[config.mk]
export PLATFORM = sky130hd
export DESIGN_NAME = pulse_period_rate_meter
export DESIGN_NICKNAME = d
export VERILOG_FILES = /design/src/sv/pprm_pkg.sv /design/src/sv/pulse_period_rate_meter.sv
export VERILOG_INCLUDE_DIRS = /design/src /design/src/sv
export SDC_FILE = /design/constraint.sdc
export NUM_CORES = 2
export LEC_CHECK = 0
export BUFFER_PORTS_ARGS = -buffer_cell sky130_fd_sc_hd__buf_2
export CORE_ASPECT_RATIO = 0.5
export CORE_MARGIN = 5
export CORE_UTILIZATION = 30
export DETAILED_ROUTE_END_ITERATION = 8
export GPL_TIMING_DRIVEN = 0
export SLEW_MARGIN = 30
export SYNTH_ARGS = -nofsm -noshare
export SYNTH_HDL_FRONTEND = slang
export SYNTH_SLANG_ARGS = --single-unit
[constraint.sdc]
create_clock -name clk -period 16.9 [get_ports clk]
set_input_delay 5.07 -clock clk [delete_from_list [all_inputs] [get_ports clk]]
set_output_delay 5.07 -clock clk [all_outputs]
set_load 0.03 [all_outputs]
[src/sv/pulse_period_rate_meter_assert.svh]
// ----------------------------------------------------------------------------
// Assertion macros for the pulse period rate meter
// Clocked on clk, disabled while rst_n is low.
// ----------------------------------------------------------------------------
`ifndef PULSE_PERIOD_RATE_METER_ASSERT_SVH
`define PULSE_PERIOD_RATE_METER_ASSERT_SVH

// Same-cycle implication
`define PPRM_ASSERT_IMPL(label, ante, cons) \
  label: assert property (@(posedge clk) disable iff (!rst_n) (ante) |-> (cons)) \
    else $error("pprm assertion failed");

// Next-cycle implication
`define PPRM_ASSERT_NEXT(label, ante, cons) \
  label: assert property (@(posedge clk) disable iff (!rst_n) (ante) |=> (cons)) \
    else $error("pprm assertion failed");

`endif

[src/sv/pprm_pkg.sv]
// ----------------------------------------------------------------------------
// pprm_pkg
// Types, sizes and register codes of the pulse period rate meter.
// ----------------------------------------------------------------------------
package pprm_pkg;

  // Window depth and timestamp width
  localparam int MAX_WINDOW = 8;
  localparam int TIME_BITS  = 48;
  localparam int IDX_W      = $clog2(MAX_WINDOW);
  localparam int CNT_W      = $clog2(MAX_WINDOW + 1);
  localparam int REG_W      = 32;
  localparam int DCNT_W     = $clog2(TIME_BITS + 1);

  // Configuration register indexes
  localparam logic [1:0] REG_WINDOW_SIZE = 2'd0;
  localparam logic [1:0] REG_WATCHDOG    = 2'd1;
  localparam logic [1:0] REG_CADENCE     = 2'd2;
  localparam logic [1:0] REG_SPEED       = 2'd3;

  // Reset values
  localparam logic [CNT_W-1:0] WINDOW_RST   = CNT_W'(3);
  localparam logic [CNT_W-1:0] WINDOW_MIN   = CNT_W'(2);
  localparam logic [REG_W-1:0] WATCHDOG_RST = 32'd4000000;
  localparam logic [REG_W-1:0] CADENCE_RST  = 32'd60000000;
  localparam logic [REG_W-1:0] SPEED_RST    = 32'd1800000000;
  localparam logic [REG_W-1:0] MEAN_MAX     = 32'hFFFF_FFFF;

  // Operation codes
  localparam logic OP_PULSE  = 1'b0;
  localparam logic OP_UPDATE = 1'b1;

  typedef struct packed {
    logic                 op;
    logic [TIME_BITS-1:0] time_us;
  } in_beat_t;

  typedef struct packed {
    logic             active;
    logic [REG_W-1:0] mean_interval;
    logic [REG_W-1:0] cadence;
    logic [REG_W-1:0] speed_x100;
  } out_beat_t;

  typedef enum logic [6:0] {
    ST_IDLE     = 7'b0000001,
    ST_CHK      = 7'b0000010,
    ST_LOAD     = 7'b0000100,
    ST_DIV_MEAN = 7'b0001000,
    ST_DIV_CAD  = 7'b0010000,
    ST_DIV_SPD  = 7'b0100000,
    ST_EMIT     = 7'b1000000
  } state_t;

  // Ring slot at offset from head, modulo the window depth
  function automatic logic [IDX_W-1:0] ring_slot(input logic [IDX_W-1:0] head,
                                                 input logic [CNT_W-1:0] off);
    logic [CNT_W:0] sum;
    sum = (CNT_W+1)'(head) + (CNT_W+1)'(off);
    if (sum >= (CNT_W+1)'(MAX_WINDOW)) begin
      sum = sum - (CNT_W+1)'(MAX_WINDOW);
    end
    return sum[IDX_W-1:0];
  endfunction

endpackage

[src/sv/pulse_period_rate_meter.sv]
// ----------------------------------------------------------------------------
// pulse_period_rate_meter
// Period-averaging tachometer: keeps recent pulse timestamps and reports the
// mean interval and two rates from one shared bit-serial divider.
// ----------------------------------------------------------------------------
//  channel  direction  handshake            payload
//  in       input      in_valid/in_ready    in_beat_t  (op, time_us)
//  out      output     out_valid/out_ready  out_beat_t (active, mean, rates)
//  cfg      input      cfg_we               cfg_addr, cfg_wdata
//
//  A pulse beat is stored straight from idle. An update with fewer than two
//  stamps, or with a newest stamp older than the watchdog, skips the divider;
//  an active update has the radix-2 divider run mean, cadence, speed in turn.
//  Reset is synchronous; the stamp memory is not cleared and needs no sweep.
//  A held result stalls the emit step, with in_ready low; new beats are taken
//  while the result waits in the output register and the sequencer is idle.
// ----------------------------------------------------------------------------
module pulse_period_rate_meter
  import pprm_pkg::*;
(
  input  logic             clk,
  input  logic             rst_n,
  input  logic             in_valid,
  output logic             in_ready,
  input  in_beat_t         in_data,
  output logic             out_valid,
  input  logic             out_ready,
  output out_beat_t        out_data,
  input  logic             cfg_we,
  input  logic [1:0]       cfg_addr,
  input  logic [REG_W-1:0] cfg_wdata
);

  // Configuration
  logic [CNT_W-1:0] win_r, win_nxt;
  logic [REG_W-1:0] wdt_r, wdt_nxt;
  logic [REG_W-1:0] cad_k_r, cad_k_nxt;
  logic [REG_W-1:0] spd_k_r, spd_k_nxt;

  // Window control
  logic [IDX_W-1:0] head_r, head_nxt;
  logic [CNT_W-1:0] count_r, count_nxt;

  // Stamp memory
  logic [TIME_BITS-1:0] ring_mem [MAX_WINDOW];
  logic [TIME_BITS-1:0] rd_data_r;
  logic [IDX_W-1:0]     rd_addr;
  logic [IDX_W-1:0]     wr_addr;
  logic                 wr_en;

  // Sequencer and working values
  state_t               state_r, state_nxt;
  logic [TIME_BITS-1:0] now_r, now_nxt;
  logic [TIME_BITS-1:0] newest_r, newest_nxt;

  // Shared divider
  logic [TIME_BITS-1:0] div_q_r, div_q_nxt;
  logic [REG_W-1:0]     div_rem_r, div_rem_nxt;
  logic [REG_W-1:0]     div_d_r, div_d_nxt;
  logic [DCNT_W-1:0]    div_cnt_r, div_cnt_nxt;
  logic [REG_W:0]       div_shift;
  logic [REG_W:0]       div_diff;
  logic                 div_ge;
  logic [REG_W-1:0]     step_rem;
  logic [TIME_BITS-1:0] step_q;
  logic                 div_last;

  // Result holding and output register
  logic             res_active_r, res_active_nxt;
  logic [REG_W-1:0] res_mean_r, res_mean_nxt;
  logic [REG_W-1:0] res_cad_r, res_cad_nxt;
  logic [REG_W-1:0] res_spd_r, res_spd_nxt;
  logic             out_valid_r, out_valid_nxt;
  out_beat_t        out_data_r, out_data_nxt;

  // Misc
  logic             in_fire;
  logic [TIME_BITS-1:0] age;
  logic [CNT_W-1:0] newest_off;
  logic [CNT_W-1:0] win_wr;
  logic [REG_W-1:0] mean_sat;
  logic             out_rates_zero;
  logic             out_all_zero;

  assign in_ready  = (state_r == ST_IDLE);
  assign in_fire   = in_valid && in_ready;
  assign out_valid = out_valid_r;
  assign out_data  = out_data_r;

  // Clamp the window size field to 2..MAX_WINDOW
  always_comb begin
    if (cfg_wdata[3:0] < 4'd2) begin
      win_wr = WINDOW_MIN;
    end else if (8'(cfg_wdata[3:0]) > 8'(MAX_WINDOW)) begin
      win_wr = CNT_W'(MAX_WINDOW);
    end else begin
      win_wr = CNT_W'(cfg_wdata[3:0]);
    end
  end

  // One restoring divider step
  assign div_shift = {div_rem_r, div_q_r[TIME_BITS-1]};
  assign div_diff  = div_shift - {1'b0, div_d_r};
  assign div_ge    = (div_shift >= {1'b0, div_d_r});
  assign step_rem  = div_ge ? div_diff[REG_W-1:0] : div_shift[REG_W-1:0];
  assign step_q    = {div_q_r[TIME_BITS-2:0], div_ge};
  assign div_last  = (div_cnt_r == DCNT_W'(1));

  // Saturate the mean to 32 bits
  assign mean_sat = (step_q > TIME_BITS'(MEAN_MAX)) ? MEAN_MAX : step_q[REG_W-1:0];

  assign newest_off = (count_r == '0) ? '0 : count_r - CNT_W'(1);
  assign age        = now_r - rd_data_r;

  // Sequencer
  always_comb begin
    win_nxt        = win_r;
    wdt_nxt        = wdt_r;
    cad_k_nxt      = cad_k_r;
    spd_k_nxt      = spd_k_r;
    head_nxt       = head_r;
    count_nxt      = count_r;
    state_nxt      = state_r;
    now_nxt        = now_r;
    newest_nxt     = newest_r;
    div_q_nxt      = div_q_r;
    div_rem_nxt    = div_rem_r;
    div_d_nxt      = div_d_r;
    div_cnt_nxt    = div_cnt_r;
    res_active_nxt = res_active_r;
    res_mean_nxt   = res_mean_r;
    res_cad_nxt    = res_cad_r;
    res_spd_nxt    = res_spd_r;
    out_valid_nxt  = out_valid_r;
    out_data_nxt   = out_data_r;
    rd_addr        = ring_slot(head_r, newest_off);
    wr_addr        = ring_slot(head_r, count_r);
    wr_en          = 1'b0;

    // Drop the output beat once taken
    if (out_valid_r && out_ready) begin
      out_valid_nxt = 1'b0;
    end

    // Register writes
    if (cfg_we) begin
      unique case (cfg_addr)
        REG_WINDOW_SIZE: begin
          win_nxt   = win_wr;
          head_nxt  = '0;
          count_nxt = '0;
        end
        REG_WATCHDOG: wdt_nxt   = cfg_wdata;
        REG_CADENCE:  cad_k_nxt = cfg_wdata;
        REG_SPEED:    spd_k_nxt = cfg_wdata;
        default: ;
      endcase
    end

    unique case (state_r)
      ST_IDLE: begin
        if (in_fire) begin
          now_nxt = in_data.time_us;
          if (in_data.op == OP_PULSE) begin
            // Append, or overwrite past the newest and advance past the oldest
            wr_en = 1'b1;
            if (count_r < win_r) begin
              count_nxt = count_r + CNT_W'(1);
            end else begin
              wr_addr   = ring_slot(head_r, win_r);
              head_nxt  = ring_slot(head_r, CNT_W'(1));
              count_nxt = win_r;
            end
          end else begin
            state_nxt = ST_CHK;
          end
        end
      end
      ST_CHK: begin
        // rd_data_r holds the newest stamp; fetch the oldest next
        rd_addr    = head_r;
        newest_nxt = rd_data_r;
        if (count_r != '0 && age > TIME_BITS'(wdt_r)) begin
          head_nxt  = '0;
          count_nxt = '0;
          rd_addr   = '0;
        end
        if (count_r < CNT_W'(2) || (age > TIME_BITS'(wdt_r))) begin
          res_active_nxt = 1'b0;
          res_mean_nxt   = '0;
          res_cad_nxt    = '0;
          res_spd_nxt    = '0;
          state_nxt      = ST_EMIT;
        end else begin
          state_nxt = ST_LOAD;
        end
      end
      ST_LOAD: begin
        div_q_nxt   = newest_r - rd_data_r;
        div_d_nxt   = REG_W'(count_r - CNT_W'(1));
        div_rem_nxt = '0;
        div_cnt_nxt = DCNT_W'(TIME_BITS);
        state_nxt   = ST_DIV_MEAN;
      end
      ST_DIV_MEAN: begin
        div_q_nxt   = step_q;
        div_rem_nxt = step_rem;
        div_cnt_nxt = div_cnt_r - DCNT_W'(1);
        if (div_last) begin
          res_active_nxt = 1'b1;
          res_mean_nxt   = mean_sat;
          if (mean_sat == '0) begin
            res_cad_nxt = '0;
            res_spd_nxt = '0;
            state_nxt   = ST_EMIT;
          end else begin
            div_q_nxt   = TIME_BITS'(cad_k_r) << (TIME_BITS - REG_W);
            div_d_nxt   = mean_sat;
            div_rem_nxt = '0;
            div_cnt_nxt = DCNT_W'(REG_W);
            state_nxt   = ST_DIV_CAD;
          end
        end
      end
      ST_DIV_CAD: begin
        div_q_nxt   = step_q;
        div_rem_nxt = step_rem;
        div_cnt_nxt = div_cnt_r - DCNT_W'(1);
        if (div_last) begin
          res_cad_nxt = step_q[REG_W-1:0];
          div_q_nxt   = TIME_BITS'(spd_k_r) << (TIME_BITS - REG_W);
          div_rem_nxt = '0;
          div_cnt_nxt = DCNT_W'(REG_W);
          state_nxt   = ST_DIV_SPD;
        end
      end
      ST_DIV_SPD: begin
        div_q_nxt   = step_q;
        div_rem_nxt = step_rem;
        div_cnt_nxt = div_cnt_r - DCNT_W'(1);
        if (div_last) begin
          res_spd_nxt = step_q[REG_W-1:0];
          state_nxt   = ST_EMIT;
        end
      end
      ST_EMIT: begin
        // Load the output beat once the register is free
        if (!out_valid_r || out_ready) begin
          out_valid_nxt              = 1'b1;
          out_data_nxt.active        = res_active_r;
          out_data_nxt.mean_interval = res_mean_r;
          out_data_nxt.cadence       = res_cad_r;
          out_data_nxt.speed_x100    = res_spd_r;
          state_nxt                  = ST_IDLE;
        end
      end
      default: state_nxt = ST_IDLE;
    endcase
  end

  // Stamp memory: one write port, one registered read port
  always_ff @(posedge clk) begin
    if (wr_en) begin
      ring_mem[wr_addr] <= now_nxt;
    end
    rd_data_r <= ring_mem[rd_addr];
  end

  // Control registers
  always_ff @(posedge clk) begin
    if (!rst_n) begin
      win_r       <= WINDOW_RST;
      wdt_r       <= WATCHDOG_RST;
      cad_k_r     <= CADENCE_RST;
      spd_k_r     <= SPEED_RST;
      head_r      <= '0;
      count_r     <= '0;
      state_r     <= ST_IDLE;
      out_valid_r <= 1'b0;
    end else begin
      win_r       <= win_nxt;
      wdt_r       <= wdt_nxt;
      cad_k_r     <= cad_k_nxt;
      spd_k_r     <= spd_k_nxt;
      head_r      <= head_nxt;
      count_r     <= count_nxt;
      state_r     <= state_nxt;
      out_valid_r <= out_valid_nxt;
    end
  end

  // Payload registers
  always_ff @(posedge clk) begin
    now_r        <= now_nxt;
    newest_r     <= newest_nxt;
    div_q_r      <= div_q_nxt;
    div_rem_r    <= div_rem_nxt;
    div_d_r      <= div_d_nxt;
    div_cnt_r    <= div_cnt_nxt;
    res_active_r <= res_active_nxt;
    res_mean_r   <= res_mean_nxt;
    res_cad_r    <= res_cad_nxt;
    res_spd_r    <= res_spd_nxt;
    out_data_r   <= out_data_nxt;
  end

  // Checks
  assign out_rates_zero = (out_data_r.cadence == '0) && (out_data_r.speed_x100 == '0);
  assign out_all_zero   = out_rates_zero && (out_data_r.mean_interval == '0);

`include "pulse_period_rate_meter_assert.svh"

  `PPRM_ASSERT_IMPL(a_count_in_window, 1'b1, count_r <= win_r)
  `PPRM_ASSERT_NEXT(a_update_checks, in_fire && in_data.op == OP_UPDATE, state_r == ST_CHK)
  `PPRM_ASSERT_IMPL(a_idle_zero, out_valid_r && !out_data_r.active, out_all_zero)
  `PPRM_ASSERT_IMPL(a_zero_mean_rates, out_valid_r && out_data_r.mean_interval == '0, out_rates_zero)

endmodule
==> flow_summary.toml <==
[critical_path]
crit_top_cell = "o21a_1"
crit_path_end_kind = "register"
critical_path_arrival_ns = 9.35
slowest_stage = "or4_1"
path_max_fanout = 10
cp-start-kind = "register"
max_stage_delay_ns = 0.70
r2r_start = "rd_data_r[10]"
cp.required_ns = 17.40
crit_type = "reg -> reg"
regToRegSetupSlack_ns = 8.04
rr_endpoint = "rd_data_r[3]"
reg2regPathDepth = 30

[global_route]
grt_first_pass_wirelength_um = 189400
grt_use_total_pct = 16.30
grt_pass1_vias = 29280
grt_max_degree = 38
gr-total-overflow = 0
antenna_found_initial = 22

[synthesis]
synth_compound_area_share_pct = 12.26
netlist_instances = 3587
syn-cell-area_sq_um = 43620
synth_seq_cells = 955
ys_async_sr_fraction_pct = 0
synth_top_family_by_area = "compound AO/OA/AOI/OAI gates"
synthXorXnorAreaFrac_pct = 2.329
muxShareOfSynthArea_pct = 5.172
synthFlopType = "edfxtp_1"
synth_adder_area_share_pct = 5.123
synth_fp_nets = 3850
synth_cell_types = 84
synth-simple-area-share_pct = 11.15
ys_warn_count = 0
avgSynthCellArea_sq_um = 12.16
synth_edf_count = 744
yosysSeqAreaShare_pct = 60.90

[clocking]
clock_latency_ns = 0.72
cts_tree = "yes"
numCtsBuffers = 92
cts_root_buf = "clkbuf_16"
htree_num_levels = 3
cts_resized = 0
cts_hold_buf = 0
clk_pin_slew_worst_paths_ns = 0.06
clk_path_buf_depth = 3
post_cts_buffers = 0
clkSinkCount = 955

[layout]
fin_util_pct = 35.68
drive_gt1_share_pct = 15.25
layout_common_cells = "edfxtp_1 (744), nand2_1 (464), dfxtp_1 (211)"
area_growth_pct = 17.54
final_common_cell = "edfxtp_1"
nNetsFinal = 4174

[hold_path]
holdPathEnd = "out_data[36]"
min-delay-start = "res_cad_r[4]"
hp-class = "reg -> reg"
holdPathStages = 0

[power_and_ir_drop]
peakVddDrop_mv = 0.07425
power.total_w = 0.007833
p_per_area_nw_per_um2 = 152.8
leakagePower_nw = 19.08

[timing]
maxSlewViolCount = 0
post-route-min-period_ns = 8.858
grt_setup_unrepaired = "false"
fin_tns_setup_ns = 0
setup_viol = 0
finClkSkew_ns = 0.07076
period_share_pct = 52.41
layout_setup_ws_ns = 8.042
timing.fmax_mhz = 112.9
slew_headroom_pct = 32.88
worst_pin_slew_ns = 1.004
hold_viol_final = 0
holdWs_ns = 0.4135

[die]
start_util_pct = 30.35
dieArea_sq_um = 153600
core-area_sq_um = 143700
dieWidth_um = 549.3
num_rows = 98
dieHeight_um = 279.6
pin_count = 187

[detailed_routing]
wirelength_um = 130100
drc = 0
ant_nets = 0
vias = 30020
viasPerCell = 5.050
wl_per_cell_um = 21.88
firstDrtPassIters = 8
drt_iter0_drc = 2611

[placed_design]
post-place-ws_ns = 8.233
place_congestion = 0.9054
hpwlAfterDp_um = 97510
io_buffers = 185

[flow_run]
cap_violations = 0

[run_status]
outcome = "completed"
==> sequential cells by signal, summed over array words and instances, names as in the netlist, 3 cells and up <==
name	cells
newest_r	48
state_r	7
res_mean_r	32
count_r	4
spd_k_r	32
now_r	48
div_d_r	32
div_cnt_r	6
res_spd_r	32
wdt_r	32
win_r	4
rd_data_r	48
res_cad_r	32
out_data	97
div_rem_r	32
cad_k_r	32
ring_mem	384
head_r	3
div_q_r	48
==> worst max-delay path by stage <==
stage / start / to / cells after the start
floorplan: out_ready / out_data[0] / 2
global placement: out_ready / out_data[14] / 3
detailed placement: rd_data_r[10] / rd_data_r[3] / 30
CTS: rd_data_r[10] / rd_data_r[3] / 30
global route: rd_data_r[10] / rd_data_r[8] / 30
finish: rd_data_r[10] / rd_data_r[3] / 30
==> kinds of logic after synthesis <==
group,Yosys count
AOI/OAI and AO/OA,759
adders and majority gates,175
buffers and inverters,336
muxes,207
and+or+nand+nor,1039
xor gates and xnor gates,116
DFF,955
==> area by class of cell <==
class	count	area, sq um
flip-flops and latches	955	26570
fillers	13980	92440
clock inverters	46	539.3
inverters	169	634.4
clock buffers	124	2595
diodes	8	20.02
well taps	1950	2440
multi-input cells	2296	15850
plain buffers	167	708.2
repair buffers	230	1922
==> routing by layer <==
layer	vias to the layer above	global-route usage [%]	share of wire, %
li1	13880	-	-
met1	14810	21.72	43
met2	1096	26.90	46
met3	235	2.470	6.7
met4	4	6.182	3.9
met5	-	0	0.021
==> synth_stat cells (all sizes together), types with 6 or more instances <==
cell type | count | share of area [%]
nor4 | 21 | 0.30
fa | 6 | 0.28
nand2 | 465 | 4.0
nor2 | 174 | 1.5
xor2 | 44 | 0.88
inv | 169 | 1.5
a21boi | 79 | 1.4
nand4 | 23 | 0.33
o21a | 15 | 0.26
dfxtp | 211 | 9.7
o21ai | 98 | 1.1
nor2b | 21 | 0.32
xnor2 | 72 | 1.4
a21o | 96 | 1.7
nand2b | 22 | 0.32
o31ai | 10 | 0.17
mux2i | 60 | 1.4
nor3 | 43 | 0.49
ha | 169 | 4.8
or3 | 12 | 0.17
a211oi | 71 | 1.5
o2111ai | 6 | 0.12
a211o | 6 | 0.12
a221oi | 26 | 0.52
and3 | 69 | 0.99
o211ai | 21 | 0.37
a31oi | 17 | 0.24
a2111oi | 7 | 0.14
o22ai | 52 | 1.0
or2 | 7 | 0.10
clkbuf | 135 | 1.2
or4 | 7 | 0.12
o21bai | 21 | 0.36
a21oi | 167 | 1.9
mux2 | 147 | 3.8
and2 | 69 | 0.99
edfxtp | 744 | 51
a22oi | 20 | 0.34
nand3b | 7 | 0.12
nand3 | 70 | 0.80
buf | 32 | 0.45
a222oi | 8 | 0.18
==> through the flow <==
stage               instances  instance area [sq um]
finish                   5945                  51270
global route             5940                  51260
CTS                      5937                  51240
detailed placement       5767                  48110
global placement         5722                  46990
floorplan                3587                  43620
==> critical path: cells and delay by family, from the launching register on <==
| kind | cells | cell delay [ns] |
|---|---|---|
| xor gates and xnor gates | 1 | 0.15 |
| DFF | 1 | 0.44 |
| adders and majority gates | 2 | 0.61 |
| AOI/OAI and AO/OA | 15 | 3.98 |
| buffers and inverters | 3 | 0.76 |
| and+or+nand+nor | 9 | 2.69 |
==> power by group <==
part,switching (W),internal [W]
registers,0.000120,0.00285
logic,0.00171,0.00102
clock network,0.000928,0.00120
(Power assumes the default switching activity.)
